<file path="src/hw/rtl/k_nearest_sorted_insert_core_defines.svh">
// Assertion macros shared by the k-nearest insertion core.
`ifndef K_NEAREST_SORTED_INSERT_CORE_DEFINES_SVH
`define K_NEAREST_SORTED_INSERT_CORE_DEFINES_SVH

`ifndef SYNTH
`define KNSI_ASSERT_IMP(lbl, ante, cons) \
  lbl: assert property (@(posedge clk) disable iff (rst) (ante) |-> (cons)) \
    else $error("knsi assertion failed");
`define KNSI_ASSERT_NXT(lbl, ante, cons) \
  lbl: assert property (@(posedge clk) disable iff (rst) (ante) |=> (cons)) \
    else $error("knsi assertion failed");
`else
`define KNSI_ASSERT_IMP(lbl, ante, cons)
`define KNSI_ASSERT_NXT(lbl, ante, cons)
`endif

`endif

</file>
<file path="src/hw/rtl/knsi_pkg.sv">
package knsi_pkg;

  localparam int LIST_DEPTH    = 8;
  localparam int INDEX_BITS    = 16;
  localparam int DISTANCE_BITS = 32;
  localparam int SLOT_BITS     = (LIST_DEPTH > 1) ? $clog2(LIST_DEPTH) : 1;
  localparam int POS_BITS      = 6;

  typedef enum logic [1:0] {
    REQ_OFFER = 2'd0,
    REQ_CLEAR = 2'd1,
    REQ_READ  = 2'd2
  } req_t;

  typedef struct packed {
    req_t                     op;
    logic [INDEX_BITS-1:0]    index;
    logic [DISTANCE_BITS-1:0] distance;
  } cmd_t;

  typedef enum logic {
    BK_IDLE,
    BK_READ
  } back_state_t;

endpackage

</file>
<file path="src/hw/rtl/knsi_front.sv">
module knsi_front (
  input  logic                                  clk,
  input  logic                                  rst,
  input  logic                                  req_valid,
  output logic                                  req_stall,
  input  logic [1:0]                            req_type,
  input  logic [knsi_pkg::INDEX_BITS-1:0]       particle_index,
  input  logic [knsi_pkg::DISTANCE_BITS-1:0]    distance_sq,
  input  logic                                  q_pop,
  output logic                                  q_valid,
  output knsi_pkg::cmd_t                        q_cmd
);

  knsi_pkg::cmd_t entry [2];
  logic           wr_ptr;
  logic           rd_ptr;
  logic [1:0]     count;
  logic [1:0]     count_next;
  logic           known;
  logic           push;
  logic           full;

  // Unused request codes are taken and dropped without reaching the queue.
  assign known = (req_type == knsi_pkg::REQ_OFFER) || (req_type == knsi_pkg::REQ_CLEAR) ||
                 (req_type == knsi_pkg::REQ_READ);
  assign full      = (count == 2'd2);
  assign req_stall = full;
  assign push      = req_valid && !full && known;
  assign q_valid   = (count != 2'd0);
  assign q_cmd     = entry[rd_ptr];

  always_comb begin
    count_next = count;
    if (push && !q_pop) begin
      count_next = count + 2'd1;
    end else if (!push && q_pop) begin
      count_next = count - 2'd1;
    end
  end

  always_ff @(posedge clk) begin
    if (rst) begin
      wr_ptr <= 1'b0;
      rd_ptr <= 1'b0;
      count  <= 2'd0;
    end else begin
      count <= count_next;
      if (push) begin
        wr_ptr <= !wr_ptr;
      end
      if (q_pop) begin
        rd_ptr <= !rd_ptr;
      end
    end
  end

  always_ff @(posedge clk) begin
    if (push) begin
      entry[wr_ptr] <= '{op: knsi_pkg::req_t'(req_type), index: particle_index,
                         distance: distance_sq};
    end
  end

endmodule

</file>
<file path="src/hw/rtl/knsi_back.sv">
`include "k_nearest_sorted_insert_core_defines.svh"

module knsi_back (
  input  logic                                  clk,
  input  logic                                  rst,
  input  logic                                  q_valid,
  output logic                                  q_pop,
  input  knsi_pkg::cmd_t                        q_cmd,
  output logic                                  rsp_valid,
  input  logic                                  rsp_stall,
  output logic                                  accepted,
  output logic [knsi_pkg::POS_BITS-1:0]         position,
  output logic [knsi_pkg::INDEX_BITS-1:0]       entry_index,
  output logic [knsi_pkg::DISTANCE_BITS-1:0]    entry_distance,
  output logic                                  entry_valid,
  output logic                                  last
);

  localparam int D = knsi_pkg::LIST_DEPTH;
  localparam logic [knsi_pkg::SLOT_BITS-1:0] LAST_SLOT = knsi_pkg::SLOT_BITS'(D - 1);
  localparam logic [knsi_pkg::POS_BITS-1:0]  LAST_POS  = knsi_pkg::POS_BITS'(D - 1);

  logic [knsi_pkg::INDEX_BITS-1:0]    slot_nb   [D];
  logic [knsi_pkg::DISTANCE_BITS-1:0] slot_dist [D];
  logic [D-1:0]                       slot_valid;

  knsi_pkg::back_state_t              state;
  knsi_pkg::back_state_t              state_next;
  logic [knsi_pkg::SLOT_BITS-1:0]     rd_slot;
  logic [knsi_pkg::SLOT_BITS-1:0]     rd_slot_next;

  logic                               load_ok;
  logic                               emit;
  logic                               do_insert;
  logic                               do_clear;
  logic                               reject;
  logic [D-1:0]                       ge;
  logic [D-1:0]                       first;
  logic [knsi_pkg::SLOT_BITS-1:0]     ins_pos;
  logic [D-1:0]                       sorted_ok;

  logic                               accepted_next;
  logic [knsi_pkg::POS_BITS-1:0]      position_next;
  logic [knsi_pkg::INDEX_BITS-1:0]    entry_index_next;
  logic [knsi_pkg::DISTANCE_BITS-1:0] entry_distance_next;
  logic                               entry_valid_next;
  logic                               last_next;

  assign load_ok = !rsp_valid || !rsp_stall;

  // Each cell compares its entry with the candidate. An entry stays put when it is
  // valid and not farther; the first cell that fails takes the candidate and every
  // cell behind it takes its neighbor's entry. The last cell never keeps its entry.
  always_comb begin
    ge      = '0;
    first   = '0;
    ins_pos = '0;
    for (int j = 0; j < D; j++) begin
      if (j < D - 1) begin
        ge[j] = slot_valid[j] && (slot_dist[j] <= q_cmd.distance);
      end
    end
    for (int j = 0; j < D; j++) begin
      if (j == 0) begin
        first[j] = !ge[j];
      end else begin
        first[j] = !ge[j] && ge[j-1];
      end
      if (first[j]) begin
        ins_pos = ins_pos | knsi_pkg::SLOT_BITS'(j);
      end
    end
  end

  assign reject = slot_valid[D-1] && (slot_dist[D-1] < q_cmd.distance);

  always_comb begin
    state_next = state;
    unique case (state)
      knsi_pkg::BK_IDLE: begin
        if (q_pop && q_cmd.op == knsi_pkg::REQ_READ) begin
          state_next = knsi_pkg::BK_READ;
        end
      end
      knsi_pkg::BK_READ: begin
        if (load_ok && rd_slot == LAST_SLOT) begin
          state_next = knsi_pkg::BK_IDLE;
        end
      end
      default: state_next = knsi_pkg::BK_IDLE;
    endcase
  end

  always_comb begin
    q_pop               = 1'b0;
    emit                = 1'b0;
    do_insert           = 1'b0;
    do_clear            = 1'b0;
    rd_slot_next        = rd_slot;
    accepted_next       = 1'b0;
    position_next       = '0;
    entry_index_next    = '0;
    entry_distance_next = '0;
    entry_valid_next    = 1'b0;
    last_next           = 1'b1;
    unique case (state)
      knsi_pkg::BK_IDLE: begin
        q_pop = q_valid && load_ok;
        if (q_pop) begin
          unique case (q_cmd.op)
            knsi_pkg::REQ_OFFER: begin
              emit          = 1'b1;
              do_insert     = !reject;
              accepted_next = !reject;
              position_next = reject ? '0 : knsi_pkg::POS_BITS'(ins_pos);
            end
            knsi_pkg::REQ_CLEAR: begin
              emit     = 1'b1;
              do_clear = 1'b1;
            end
            knsi_pkg::REQ_READ: begin
              rd_slot_next = '0;
            end
            default: begin
            end
          endcase
        end
      end
      knsi_pkg::BK_READ: begin
        emit                = load_ok;
        position_next       = knsi_pkg::POS_BITS'(rd_slot);
        entry_index_next    = slot_nb[rd_slot];
        entry_distance_next = slot_dist[rd_slot];
        entry_valid_next    = slot_valid[rd_slot];
        last_next           = (rd_slot == LAST_SLOT);
        if (load_ok) begin
          rd_slot_next = (rd_slot == LAST_SLOT) ? '0 : rd_slot + 1'b1;
        end
      end
      default: begin
      end
    endcase
  end

  always_ff @(posedge clk) begin
    if (rst) begin
      state     <= knsi_pkg::BK_IDLE;
      rd_slot   <= '0;
      rsp_valid <= 1'b0;
    end else begin
      state   <= state_next;
      rd_slot <= rd_slot_next;
      if (emit) begin
        rsp_valid <= 1'b1;
      end else if (!rsp_stall) begin
        rsp_valid <= 1'b0;
      end
    end
  end

  always_ff @(posedge clk) begin
    if (emit) begin
      accepted       <= accepted_next;
      position       <= position_next;
      entry_index    <= entry_index_next;
      entry_distance <= entry_distance_next;
      entry_valid    <= entry_valid_next;
      last           <= last_next;
    end
  end

  // Empty slots always hold the cleared contents, so shifting them keeps that true.
  always_ff @(posedge clk) begin
    if (rst || do_clear) begin
      for (int j = 0; j < D; j++) begin
        slot_nb[j]   <= '0;
        slot_dist[j] <= '1;
      end
      slot_valid <= '0;
    end else if (do_insert) begin
      for (int j = 0; j < D; j++) begin
        if (ge[j]) begin
          slot_nb[j]    <= slot_nb[j];
          slot_dist[j]  <= slot_dist[j];
          slot_valid[j] <= slot_valid[j];
        end else if (first[j]) begin
          slot_nb[j]    <= q_cmd.index;
          slot_dist[j]  <= q_cmd.distance;
          slot_valid[j] <= 1'b1;
        end else if (j > 0) begin
          slot_nb[j]    <= slot_nb[j-1];
          slot_dist[j]  <= slot_dist[j-1];
          slot_valid[j] <= slot_valid[j-1];
        end
      end
    end
  end

  always_comb begin
    sorted_ok = '1;
    for (int j = 0; j + 1 < D; j++) begin
      sorted_ok[j] = !slot_valid[j+1] || (slot_dist[j] <= slot_dist[j+1]);
    end
  end

  `KNSI_ASSERT_IMP(a_valid_prefix, 1'b1, ((slot_valid >> 1) & ~slot_valid) == '0)
  `KNSI_ASSERT_IMP(a_list_sorted, 1'b1, sorted_ok == '1)
  `KNSI_ASSERT_IMP(a_no_pop_in_read, state == knsi_pkg::BK_READ, !q_pop)
  `KNSI_ASSERT_NXT(a_read_last, state == knsi_pkg::BK_READ && load_ok, last == (position == LAST_POS))

endmodule

</file>
<file path="src/hw/rtl/k_nearest_sorted_insert_core.sv">
// Sorted list of the nearest neighbors, kept by insertion.
// Request channel: req_valid / req_stall with req_type, particle_index and
// distance_sq. Type offer inserts a candidate, clear empties the list, read
// dumps every slot; the unused code is taken and dropped without a response.
// Response channel: rsp_valid / rsp_stall with accepted, position, entry_index,
// entry_distance, entry_valid and last. Offer and clear give one response each;
// read gives one response per slot, slot 0 first, with last on the final slot.
// Requests enter a two-entry queue, so the request side keeps moving while the
// list engine waits on the response side.
// A request passes through the queue and then the response register before its
// response shows on rsp_valid; it can be taken while rsp_stall is low.
// Throughput: one offer or clear per cycle while rsp_stall stays low; a read
// holds the list engine while it sends each slot through the single response register.
// While rsp_stall is high the response register holds, the engine stops and the
// queue fills, after which req_stall rises.
// Synchronous reset empties the queue and the list; no response is pending.
module k_nearest_sorted_insert_core (
  input  logic                                  clk,
  input  logic                                  rst,
  input  logic                                  req_valid,
  output logic                                  req_stall,
  input  logic [1:0]                            req_type,
  input  logic [knsi_pkg::INDEX_BITS-1:0]       particle_index,
  input  logic [knsi_pkg::DISTANCE_BITS-1:0]    distance_sq,
  output logic                                  rsp_valid,
  input  logic                                  rsp_stall,
  output logic                                  accepted,
  output logic [knsi_pkg::POS_BITS-1:0]         position,
  output logic [knsi_pkg::INDEX_BITS-1:0]       entry_index,
  output logic [knsi_pkg::DISTANCE_BITS-1:0]    entry_distance,
  output logic                                  entry_valid,
  output logic                                  last
);

  knsi_pkg::cmd_t        q_cmd;
  logic                  q_valid;
  logic                  q_pop;

  knsi_front u_front (
    .clk            (clk),
    .rst            (rst),
    .req_valid      (req_valid),
    .req_stall      (req_stall),
    .req_type       (req_type),
    .particle_index (particle_index),
    .distance_sq    (distance_sq),
    .q_pop          (q_pop),
    .q_valid        (q_valid),
    .q_cmd          (q_cmd)
  );

  knsi_back u_back (
    .clk            (clk),
    .rst            (rst),
    .q_valid        (q_valid),
    .q_pop          (q_pop),
    .q_cmd          (q_cmd),
    .rsp_valid      (rsp_valid),
    .rsp_stall      (rsp_stall),
    .accepted       (accepted),
    .position       (position),
    .entry_index    (entry_index),
    .entry_distance (entry_distance),
    .entry_valid    (entry_valid),
    .last           (last)
  );

endmodule

</file>
<file path="config.mk">
export PLATFORM = sky130hd
export DESIGN_NAME = k_nearest_sorted_insert_core
export DESIGN_NICKNAME = d
export VERILOG_FILES = /design/src/hw/rtl/knsi_pkg.sv /design/src/hw/rtl/knsi_front.sv /design/src/hw/rtl/knsi_back.sv /design/src/hw/rtl/k_nearest_sorted_insert_core.sv
export VERILOG_INCLUDE_DIRS = /design/src /design/src/hw/rtl
export SDC_FILE = /design/constraint.sdc
export NUM_CORES = 1
export LEC_CHECK = 0
export BUFFER_PORTS_ARGS = -buffer_cell sky130_fd_sc_hd__buf_2
export CAP_MARGIN = 20
export CORE_ASPECT_RATIO = 2
export CORE_MARGIN = 3
export CORE_UTILIZATION = 65
export DETAILED_ROUTE_END_ITERATION = 12
export PLACE_DENSITY = 0.83
export SYNTH_ARGS = -nofsm -noshare
export SYNTH_HDL_FRONTEND = slang
export SYNTH_SLANG_ARGS = --single-unit
</file>
<file path="constraint.sdc">
create_clock -name clk -period 16.3 [get_ports clk]
set_input_delay 2.445 -clock clk [delete_from_list [all_inputs] [get_ports clk]]
set_output_delay 2.445 -clock clk [all_outputs]
set_load 0.005 [all_outputs]
</file>
# --- Yosys cells after proc, flatten, opt, wreduce, memory -nomap -nowiden ---
# Memories as Yosys holds them, arrays and structs flattened. A register that Yosys moved wholly into a read port is not among the register bits.
# Index checks and enable logic that the tools add are counted.
totals:
  reg_bits: 26
  ramBits: 484
  wordCells: 337
  mem_count: 3
op_classes:
  addsub: 3
  order_cmp: 9
  eq_ne: 10
  mux: 188
  n_bitwise: 52
  reduce_logical: 54
mem_list:
  columns: ["name", "words", "width", "read_ports", "rd_ports_with_merged_regs", "wr", "line", "rtl"]
  rows:
  - ["u_back.slot_dist", 8, 32, 9, 1, 8, "knsi_back.sv:24", "logic [knsi_pkg::DISTANCE_BITS-1:0] slot_dist [D];"]
  - ["u_back.slot_nb", 8, 16, 8, 1, 8, "knsi_back.sv:23", "logic [knsi_pkg::INDEX_BITS-1:0] slot_nb [D];"]
  - ["u_front.entry", 2, 50, 1, 1, 1, "knsi_front.sv:14", "knsi_pkg::cmd_t entry [2];"]
ops:
  columns: ["operator", "n"]
  rows:
  - ["two-way mux 32 bit", 22]
  - ["two-way mux 16 bit", 22]
  - ["<= comparator 32 bit", 7]
  - ["two-way mux 1 bit", 124]
  - ["OR 1 bit", 44]
  - ["< comparator 32 bit", 1]
  - ["two-way mux 3 bit", 9]
  - ["logical AND 1 bit", 21]
  - ["zero test 1 bit", 16]
  - ["AND reduction 2 bit", 7]
  - ["two-way mux 6 bit", 2]
  - ["case mux 6 bit (2 select lines)", 1]
  - ["two-way mux 2 bit", 4]
  - ["NOT 1 bit", 8]
  - ["equality test 2 bit (second input constant)", 3]
  - ["inequality test 2 x 1 -> 1 bit (second input constant)", 3]
  - ["case mux 3 bit (2 select lines)", 1]
  - ["equality test 2 x 1 -> 1 bit (second input constant)", 2]
  - ["zero test 2 bit", 2]
  - ["logical OR 1 bit", 4]
  - ["< comparator 3 x 4 -> 1 bit (second input constant)", 1]
  - ["case mux 1 bit (2 select lines)", 2]
  - ["nonzero test 2 bit", 2]
  - ["adder 3 x 1 -> 3 bit (second input constant)", 1]
  - ["other kinds (7)", 7]

# --- Logic depth before layout (Yosys ltp) ---
# Gate-level depths: netlist of run 1.
# An unclocked memory read counts as a cell.
depth:
  ltp_word: 16
  depth_mapped: 16
  ltp_nobuf: 12

# --- Modules after synthesis ---
# From an unflattened synthesis of run 1, not the netlist that was laid out.
hier_totals:
  cells_unflattened: 2516
  hier_area_um2: 31416.4
by_module_without_submodules:
  columns: ["mod", "n_inst", "cells_each", "area_each_um2"]
  rows:
  - ["knsi_back", 1, 2335, 27575.2]
  - ["knsi_front", 1, 181, 3841.2]

# --- Worst setup path before layout of run 1 ---
# OpenSTA, ideal clock, no wires.
synth_timing:
  path_type: "input to register"
  from: "in rsp_stall"
  to: "mem u_back.slot_dist[1][0] in the netlist's numbering, enable pin"
  setup_time_ns: 0.520
  arrival_ns: 7.140
  slack_ns: 8.640
  cell_stages: 8
  path_buffers: 2
  cell_sequence: "nand2_1 o211ai_1 nor4_2 o311ai_1 o211a_2 buf_2 clkbuf_1 o21ai_0"
synth_lines:
  columns: ["element", "line", "rtl"]
  rows:
  - ["from (decl)", "k_nearest_sorted_insert_core.sv:26", "input logic rsp_stall,"]
  - ["to (decl)", "knsi_back.sv:24", null]

==> results of run 1 <==
[state kept, by name, indices dropped and copies added (netlist names), named ones only]
| register | cells |
|---|---|
| u_back.slot_nb | 128 |
| u_back.accepted | 1 |
| u_front.rd_ptr | 1 |
| u_front.wr_ptr | 1 |
| u_back.slot_valid | 8 |
| u_back.state | 1 |
| u_back.entry_valid | 1 |
| u_front.entry | 100 |
| u_back.rsp_valid | 1 |
| u_front.count | 2 |
| u_back.entry_index | 16 |
| u_back.last | 1 |
| u_back.rd_slot | 3 |
| u_back.entry_distance | 32 |
| u_back.position | 3 |
| u_back.slot_dist | 256 |
[power by group]
part | total (mW) | internal [mW] | switching [mW] | leakage, nW
Clock | 1.21 | 0.666 | 0.540 | 0.799
Sequential | 2.12 | 1.95 | 0.164 | 4.86
Combinational | 1.51 | 0.532 | 0.977 | 5.30
Total | 4.83 | 3.15 | 1.68 | 11.0
[cells by family (layout without fill, tap and decap cells)]
| kind of cell | count (synthesis) | in the layout | share of synthesized area |
|---|---|---|---|
| flip-flops | 556 | 556 | 0.5379 |
| XOR/XNOR | 4 | 4 | 0.001141 |
| multiplexers | 309 | 309 | 0.1454 |
| adder cells (fa/ha/maj) | 258 | 258 | 0.1051 |
| AO/OA/AOI/OAI | 487 | 487 | 0.1050 |
| other | 1 | 3 | 0.0001221 |
| AND/OR/NAND/NOR | 522 | 522 | 0.08264 |
| buffers and inverters | 155 | 284 | 0.02270 |
[final timing paths]
path / from / end / depth (start not counted)
worst max-delay path: register / u_back.slot_dist[2][28] / 13
worst min register to register: u_front.rd_ptr / u_front.rd_ptr / 2
worst max register to register: register / u_back.slot_dist[2][28] / 13
worst min-delay path: u_front.rd_ptr / u_front.rd_ptr / 2
[synth_stat cells (28+ instances only)]
library cell and number:
a21o_1 28, a21oi_1 136, a2bb2oi_1 31, a31oi_1 65, clkbuf_1 69, edfxtp_1 538, ha_1 258, mux2_2 93
mux2i_1 97, mux4_2 98, nand2_1 128, nand3_1 45, nand4_1 50, nor2_1 135, nor2b_1 61, nor3_1 52
o21ai_0 66, o2bb2ai_1 32, o31ai_1 48
[worst max-delay path: cells and delay by family (launching register included)]
family,cells,cell delay (ns)
mux,2,0.80
simple gates,5,2.50
fa+ha+maj,1,0.22
compound gates,1,0.08
buf+inv,4,1.82
flops,1,0.67
[placed cells by master, fill, tap and decap left out, types with 65 or more instances in the layout]
cell type	synthesis	routed
edfxtp_1	538	538
ha_1	258	258
a21oi_1	136	135
nor2_1	135	134
nand2_1	128	126
buf_2	26	110
mux4_2	98	98
mux2i_1	97	97
mux2_2	93	93
a31oi_1	65	65
[layout make-up]
cell class                      count  area share
Tap cell                          627     0.02326
Multi-Input combinational cell   1583      0.4048
Clock buffer                       68     0.04026
Clock inverter                     24    0.008162
Inverter                           20    0.002226
Sequential cell                   556      0.4902
Timing Repair Buffer              172     0.03109
[per-stage QoR]
| stage | power (mW) | hold slack (ns) |
|---|---|---|
| floorplan | 3.011 | 0.4668 |
| global placement | 3.533 | 0.4813 |
| detailed placement | 3.608 | 0.4957 |
| CTS | 4.804 | 0.5148 |
| global route | 5.029 | 0.5442 |
| finish | 4.831 | 0.5173 |
[routing by layer]
layer | part of all wire | wire length, µm | GRT usage
met5 | 0 | 0 | 0
met3 | 0.074 | 6742 | 0.05050
met2 | 0.52 | 47210 | 0.6410
met4 | 0.090 | 8232 | 0.2750
met1 | 0.32 | 29010 | 0.3939
==> flow_metrics.tcl, run 1 <==
set metrics [dict create \
    maxCapViolations 0 \
    postCtsSetupBuffers 0 \
    slowest_stage "nor2_4" \
    worst-path-max-fanout 47 \
    wire_per_inst_um 29.90 \
    multiInputGateArea_um2 13650 \
    cts_hold_buf 0 \
    grt_antenna_before_repair 0 \
    dieWidth_um 159.7 \
    postSynthAreaPerCell_um2 13.40 \
    status "completed" \
    crit_type "reg2reg" \
    finalSetupTns_ns 0 \
    vdd_drop_max_mv 0.1334 \
    final_nets 2694 \
    syn_to_final_growth_pct 9.828 \
    place.gp.congestion 0.9545 \
    drc 0 \
    port-buffer-count 109 \
    fin_ws_ns 9.907 \
    drtAntennaViolNets 0 \
    grt_pass1_vias 22761 \
    cts.clk_slew.worst_paths_ns 0.07 \
    layout-drive-gt1-share 0.1985 \
    fmax_mhz 156.4 \
    antennaDiodeCount 0 \
    yosysWarningCount 0 \
    max_stage_delay_ns 0.83 \
    drt-initial-drc-count 2310 \
    rows 112 \
    synthFlopType "edfxtp_1" \
    vias_per_cell 7.209 \
    post-route-period-util 0.3922 \
    powerDensity_nw_per_um2 143.3 \
    ys_ff_latch 556 \
    synth_top_area_cell "edfxtp_1" \
    synth_edf_count 538 \
    finalSetupViolCount 0 \
    rsz0062_at_grt "false" \
    post_cts_resized 0 \
    yosysSeqAreaShare 0.5379 \
    via_count 21986 \
    synth.distinct_cells 71 \
    p_leak_nw 10.96 \
    clk_latency_ns 0.61 \
    top_level_ports 113 \
    dpl-instance-area_um2 32040 \
    initial_utilization 0.6580 \
    gr-usage-all-layers 0.3633 \
    tightest_slew_ns 1.140 \
    skew_ns 0.03135 \
    hold_viol_final 0 \
    htree_levels 2 \
    drv_slew 0 \
    slew_headroom 0.2397 \
    end_kind "register" \
    final_cells 3050 \
    clock_path_buffers 3 \
    coreArea_um2 46660 \
    yosys-top-cells-area "edfxtp_1 (53%), ha_1 (11%), mux4_2 (7.2%)" \
    routed_wl_mm 91.19 \
    ys_async_sr_fraction 0 \
    startpoint_type "register" \
    yosys.area.top_type_share 0.5261 \
    required_ns 16.63 \
    cts-root-buf "clkbuf_16" \
    cp.arrival_ns 6.73 \
    die_area_um2 50040 \
    place_hpwl_mm 60.76 \
    period_needed_ns 6.393 \
    first_pass_iters 5 \
    syn_area_um2 30710 \
    fin_util 0.7227 \
    fillCellCount 3157 \
    min_path_type "reg2reg" \
    cts_buffers 49 \
    path_cells "buf_4, mux2i_1, buf_4, ha_1, nand4_1, nor4_1, and2_1, a22oi_2, buf_4, or2_2, nor2_4, buf_4, mux2_1" \
    rrSetupSlack_ns 9.91 \
    grt_pass1_wl_mm 136.9 \
    seqCellArea_um2 16530 \
    fin_area_um2 33720 \
    cts_sinks 556 \
    overflow 0 \
    die_h_um 313.4 \
    place_ws_ns 9.800 \
    dp_cells 2956 \
    path_common_cell "buf_4" \
    synth_cells 2292 \
    grt_max_degree 74 \
    cts_tree "yes" \
]
No activity file was read; power rests on OpenSTA's default activity.
==> run 2, diff against run 1 <==
Settings changed: CORE_UTILIZATION 65 to 63, PLACE_DENSITY 0.83 to 0.81.
Clock period 16.3 ns to 6.3 ns, I/O delays scaled along.
==> flow_metrics.tcl, run 2 (same netlist as run 1, synthesis figures left out) <==
set metrics [dict create \
    initial_utilization 0.6425 \
    port-buffer-count 109 \
    die_area_um2 51580 \
    powerDensity_nw_per_um2 372.5 \
    clock_path_buffers 3 \
    clk_latency_ns 0.61 \
    postCtsSetupBuffers 0 \
    routed_wl_mm 97.49 \
    wire_per_inst_um 31.59 \
    tightest_slew_ns 1.004 \
    largest_reg_flops 256 \
    cts_tree "yes" \
    dieWidth_um 162.1 \
    slew_headroom 0.3306 \
    via_count 22294 \
    place_hpwl_mm 67.58 \
    p_leak_nw 11.12 \
    required_ns 6.53 \
    cts_buffers 49 \
    htree_levels 2 \
    hold_viol_final 0 \
    cts_hold_buf 0 \
    drv_slew 0 \
    final_cell_mix "edfxtp_1 (538), ha_1 (258), a21oi_1 (135)" \
    syn_to_final_growth_pct 10.90 \
    worst-path-max-fanout 31 \
    grt_pass1_vias 23052 \
    vias_per_cell 7.224 \
    post-route-period-util 0.9220 \
    coreArea_um2 47790 \
    grt_max_degree 68 \
    vdd_drop_max_mv 0.3586 \
    top_regs "u_back.slot_dist x256, u_back.slot_nb x128, u_front.entry x100" \
    rows 113 \
    fmax_mhz 172.2 \
    drt-initial-drc-count 2418 \
    finalSetupViolCount 0 \
    die_h_um 318.2 \
    grt_pass1_wl_mm 143.8 \
    final_nets 2725 \
    min_path_type "in2reg" \
    startpoint_type "register" \
    maxCapViolations 0 \
    cts-root-buf "clkbuf_16" \
    rsz0062_at_grt "false" \
    grt_antenna_before_repair 1 \
    overflow 0 \
    cts.clk_slew.worst_paths_ns 0.07 \
    cp.arrival_ns 6.04 \
    fillCellCount 3243 \
    end_kind "register" \
    top_level_ports 113 \
    drc 0 \
    place.gp.congestion 0.9817 \
    drtAntennaViolNets 0 \
    post_cts_resized 0 \
    hold_slack_ns 0.5286 \
    gr-usage-all-layers 0.3769 \
    dp_cells 2994 \
    cts_sinks 556 \
    top_register "u_back.slot_dist" \
    status "completed" \
    finalSetupTns_ns 0 \
    crit_type "reg2reg" \
    final_common_cell "edfxtp_1" \
    skew_ns 0.02703 \
    first_pass_iters 6 \
    layout-drive-gt1-share 0.2067 \
    period_needed_ns 5.809 \
    final_cells 3086 \
]
-- run 2: changes by cell type in the layout (fill, tap and decap cells not counted), sizes merged --
cell	before	now
inv	22	23
bufinv	5	7
diode	0	1
buf	172	203
clkinv	16	19
clkbuf	68	58
clkinvlp	1	4
-- run 2: layout make-up --
cell class              count  area [µm²]  share of cell area
diodes                      1       2.502          0.00007348
clock buffers              58        1260             0.03700
clock inverters            33       370.4             0.01088
inverters                  20       75.07            0.002205
multi-input cells        1583       13650              0.4007
flip-flops and latches    556       16530              0.4855
well taps                 632       790.8             0.02322
repair buffers            203        1376             0.04042
-- run 2: where the power goes --
group          switching [mW]  leakage [nW]  internal, mW  total [mW]
clock                    1.42         0.783          1.73        3.16
combinational            2.61          5.48          1.43        4.04
sequential              0.444          4.86          5.04        5.49
-- run 2: critical path, cell delays in order (launching register included) --
cell and delay (ns):
dfxtp_4 0.70, mux2i_1 0.79, buf_4 0.33, ha_1 0.17, and4_1 0.22, nand2_1 0.13, nor4_2 0.67, o311ai_1 0.47
o211a_2 0.34, buf_4 0.26, o21ai_4 0.67, buf_4 0.62
-- run 2: stage by stage --
step | instance area, µm² | setup WS, ns | utilization | power, mW
5_1_grt | 34050 | 0.4959 | 0.7126 | 13.17
4_1_cts | 34050 | 0.5826 | 0.7125 | 12.62
3_3_place_gp | 32420 | 0.7664 | 0.6784 | 9.318
2_1_floorplan | 30710 | -0.8179 | - | 7.787
6_report | 34050 | 0.4913 | 0.7126 | 12.68
3_5_place_dp | 32420 | 0.6365 | 0.6784 | 9.473
-- run 2: final timing paths --
| path | from | to | slack (ns) | depth (start not counted) |
|---|---|---|---|---|
| setup / recovery | register | u_back.slot_nb[2][7] | 0.49 | 11 |
| setup reg to reg | register | u_back.slot_nb[2][7] | 0.49 | 11 |
| hold / removal | distance_sq[8] | u_front.entry[1][8] | 0.53 | 1 |
| hold reg to reg | u_front.count[1] | u_front.count[1] | 0.53 | 2 |
-- run 2: layer usage --
layer / wire length (µm) / GRT usage / vias up
li1: - / - / 9399
met1: 30850 / 0.4041 / 11007
met2: 49940 / 0.6593 / 1419
met3: 7005 / 0.05115 / 469
met4: 9698 / 0.2960 / 0
met5: 0 / 0 / -
==> run 3, diff against run 2 <==
Settings changed: BUFFER_PORTS_ARGS -buffer_cell sky130_fd_sc_hd__buf_2 to -buffer_cell sky130_fd_sc_hd__buf_4.
==> flow_metrics.tcl, run 3 (same netlist as run 1, synthesis figures left out) <==
set metrics [dict create \
    grt_max_degree 105 \
    grt_pass1_vias 23010 \
    grt_pass1_wl_mm 142.8 \
    top_level_ports 113 \
    first_pass_iters 6 \
    clock_path_buffers 3 \
    dp_cells 2992 \
    via_count 22239 \
    startpoint_type "register" \
    slowest_stage "dfxtp_4" \
    vdd_drop_max_mv 0.3152 \
    finalSetupViolCount 0 \
    hold_start "u_front.rd_ptr" \
    drt-initial-drc-count 2155 \
    maxCapViolations 0 \
    postCtsSetupBuffers 0 \
    power_mw 12.72 \
    largest_reg_flops 256 \
    die_area_um2 51580 \
    path_cells "mux2i_1, buf_4, ha_1, nand4_1, nor3_1, a21boi_0, or4b_2, a31oi_1, o21ai_4, buf_4" \
    path_delay_family "compound AO/OA/AOI/OAI gates" \
    cts_tree "yes" \
    crit_buf_inv 2 \
    slew_headroom 0.2793 \
    drc 0 \
    reg2reg_depth 10 \
    rows 113 \
    post-route-period-util 0.9781 \
    htree_levels 2 \
    drv_slew 0 \
    cts.clk_slew.worst_paths_ns 0.07 \
    top_regs "u_back.slot_dist x256, u_back.slot_nb x128, u_front.entry x100" \
    fmax_mhz 162.3 \
    rr_endpoint "u_back.slot_dist[0][24]" \
    place_hpwl_mm 66.31 \
    crit_type "reg2reg" \
    hold_slack_ns 0.5030 \
    initial_utilization 0.6425 \
    hold_viol_final 0 \
    syn_to_final_growth_pct 11.48 \
    routed_wl_mm 96.02 \
    fin_area_um2 34230 \
    cp.arrival_ns 6.40 \
    fin_ws_ns 0.1379 \
    multiInputGateArea_um2 13650 \
    clk_latency_ns 0.62 \
    period_needed_ns 6.162 \
    port-buffer-count 109 \
    place_ws_ns 0.5934 \
    cts_sinks 556 \
    drtAntennaViolNets 0 \
    final_nets 2723 \
    final_common_cell "edfxtp_1" \
    vias_per_cell 7.220 \
    min_path_cells 2 \
    post_cts_resized 0 \
    min_path_type "reg2reg" \
    overflow 0 \
    place.gp.congestion 0.9988 \
    coreArea_um2 47790 \
    fillCellCount 3251 \
    top_register "u_back.slot_dist" \
    end_kind "register" \
    cts_buffers 49 \
    worst-path-max-fanout 42 \
    wire_per_inst_um 31.18 \
    gr-usage-all-layers 0.3718 \
    skew_ns 0.03258 \
    required_ns 6.53 \
    dieWidth_um 162.1 \
    rrSetupSlack_ns 0.14 \
    final_cells 3080 \
    dpl-instance-area_um2 32650 \
    min_to "u_front.rd_ptr" \
    max_stage_delay_ns 1.01 \
    grt_antenna_before_repair 1 \
    rsz0062_at_grt "false" \
    seqCellArea_um2 16530 \
    cts-root-buf "clkbuf_16" \
    layout-drive-gt1-share 0.2067 \
    die_h_um 318.2 \
    antennaDiodeCount 0 \
    path_common_cell "buf_4" \
    p_leak_nw 11.17 \
    tightest_slew_ns 1.077 \
    status "completed" \
    powerDensity_nw_per_um2 371.6 \
    cts_hold_buf 0 \
    final_cell_mix "edfxtp_1 (538), ha_1 (258), buf_4 (193)" \
]
-- run 3: routing by layer --
| layer | GRT usage | share of wire | up-vias |
|---|---|---|---|
| li1 | - | - | 9385 |
| met1 | 0.4084 | 0.32 | 10942 |
| met2 | 0.6373 | 0.50 | 1428 |
| met3 | 0.05102 | 0.075 | 482 |
| met4 | 0.2970 | 0.10 | 2 |
| met5 | 0 | 0.00014 | - |
-- run 3: worst max-delay path by stage --
stage                                   end      from  cells past startpoint  slack (ns)
CTS                 u_back.slot_dist[4][20]  register                     12        0.53
detailed placement  u_back.slot_dist[4][20]  register                     12        0.59
floorplan            u_back.slot_dist[1][0]  register                     12       -0.82
global route           u_back.slot_nb[0][0]  register                     10        0.05
global placement      u_back.slot_nb[4][13]  register                     13        0.68
finish              u_back.slot_dist[0][24]  register                     10        0.14
-- run 3: power breakdown --
part           leakage (nW)  internal (mW)  switching [mW]
sequential             4.86           5.05           0.479
combinational          5.54           1.52            2.60
clock                 0.768           1.65            1.42
total                  11.2           8.22            4.50
-- run 3: final cells by class --
| type | count | area share |
|---|---|---|
| Sequential cell | 556 | 0.4829 |
| Timing Repair Buffer | 201 | 0.04686 |
| Clock inverter | 31 | 0.009540 |
| Tap cell | 632 | 0.02310 |
| Inverter | 20 | 0.002193 |
| Clock buffer | 57 | 0.03670 |
| Multi-Input combinational cell | 1583 | 0.3987 |
-- run 3: worst min-delay path, stage by stage (launching register included) --
cell and delay, ns:
dfxtp_1 0.32, xor2_1 0.08, nor2_1 0.07
-- run 3: metrics by stage --
stage	setup TNS, ns	util
global route	0	0.7163
finish	0	0.7163
detailed placement	0	0.6832
floorplan	-196.29	-
global placement	0	0.6825
CTS	0	0.7163
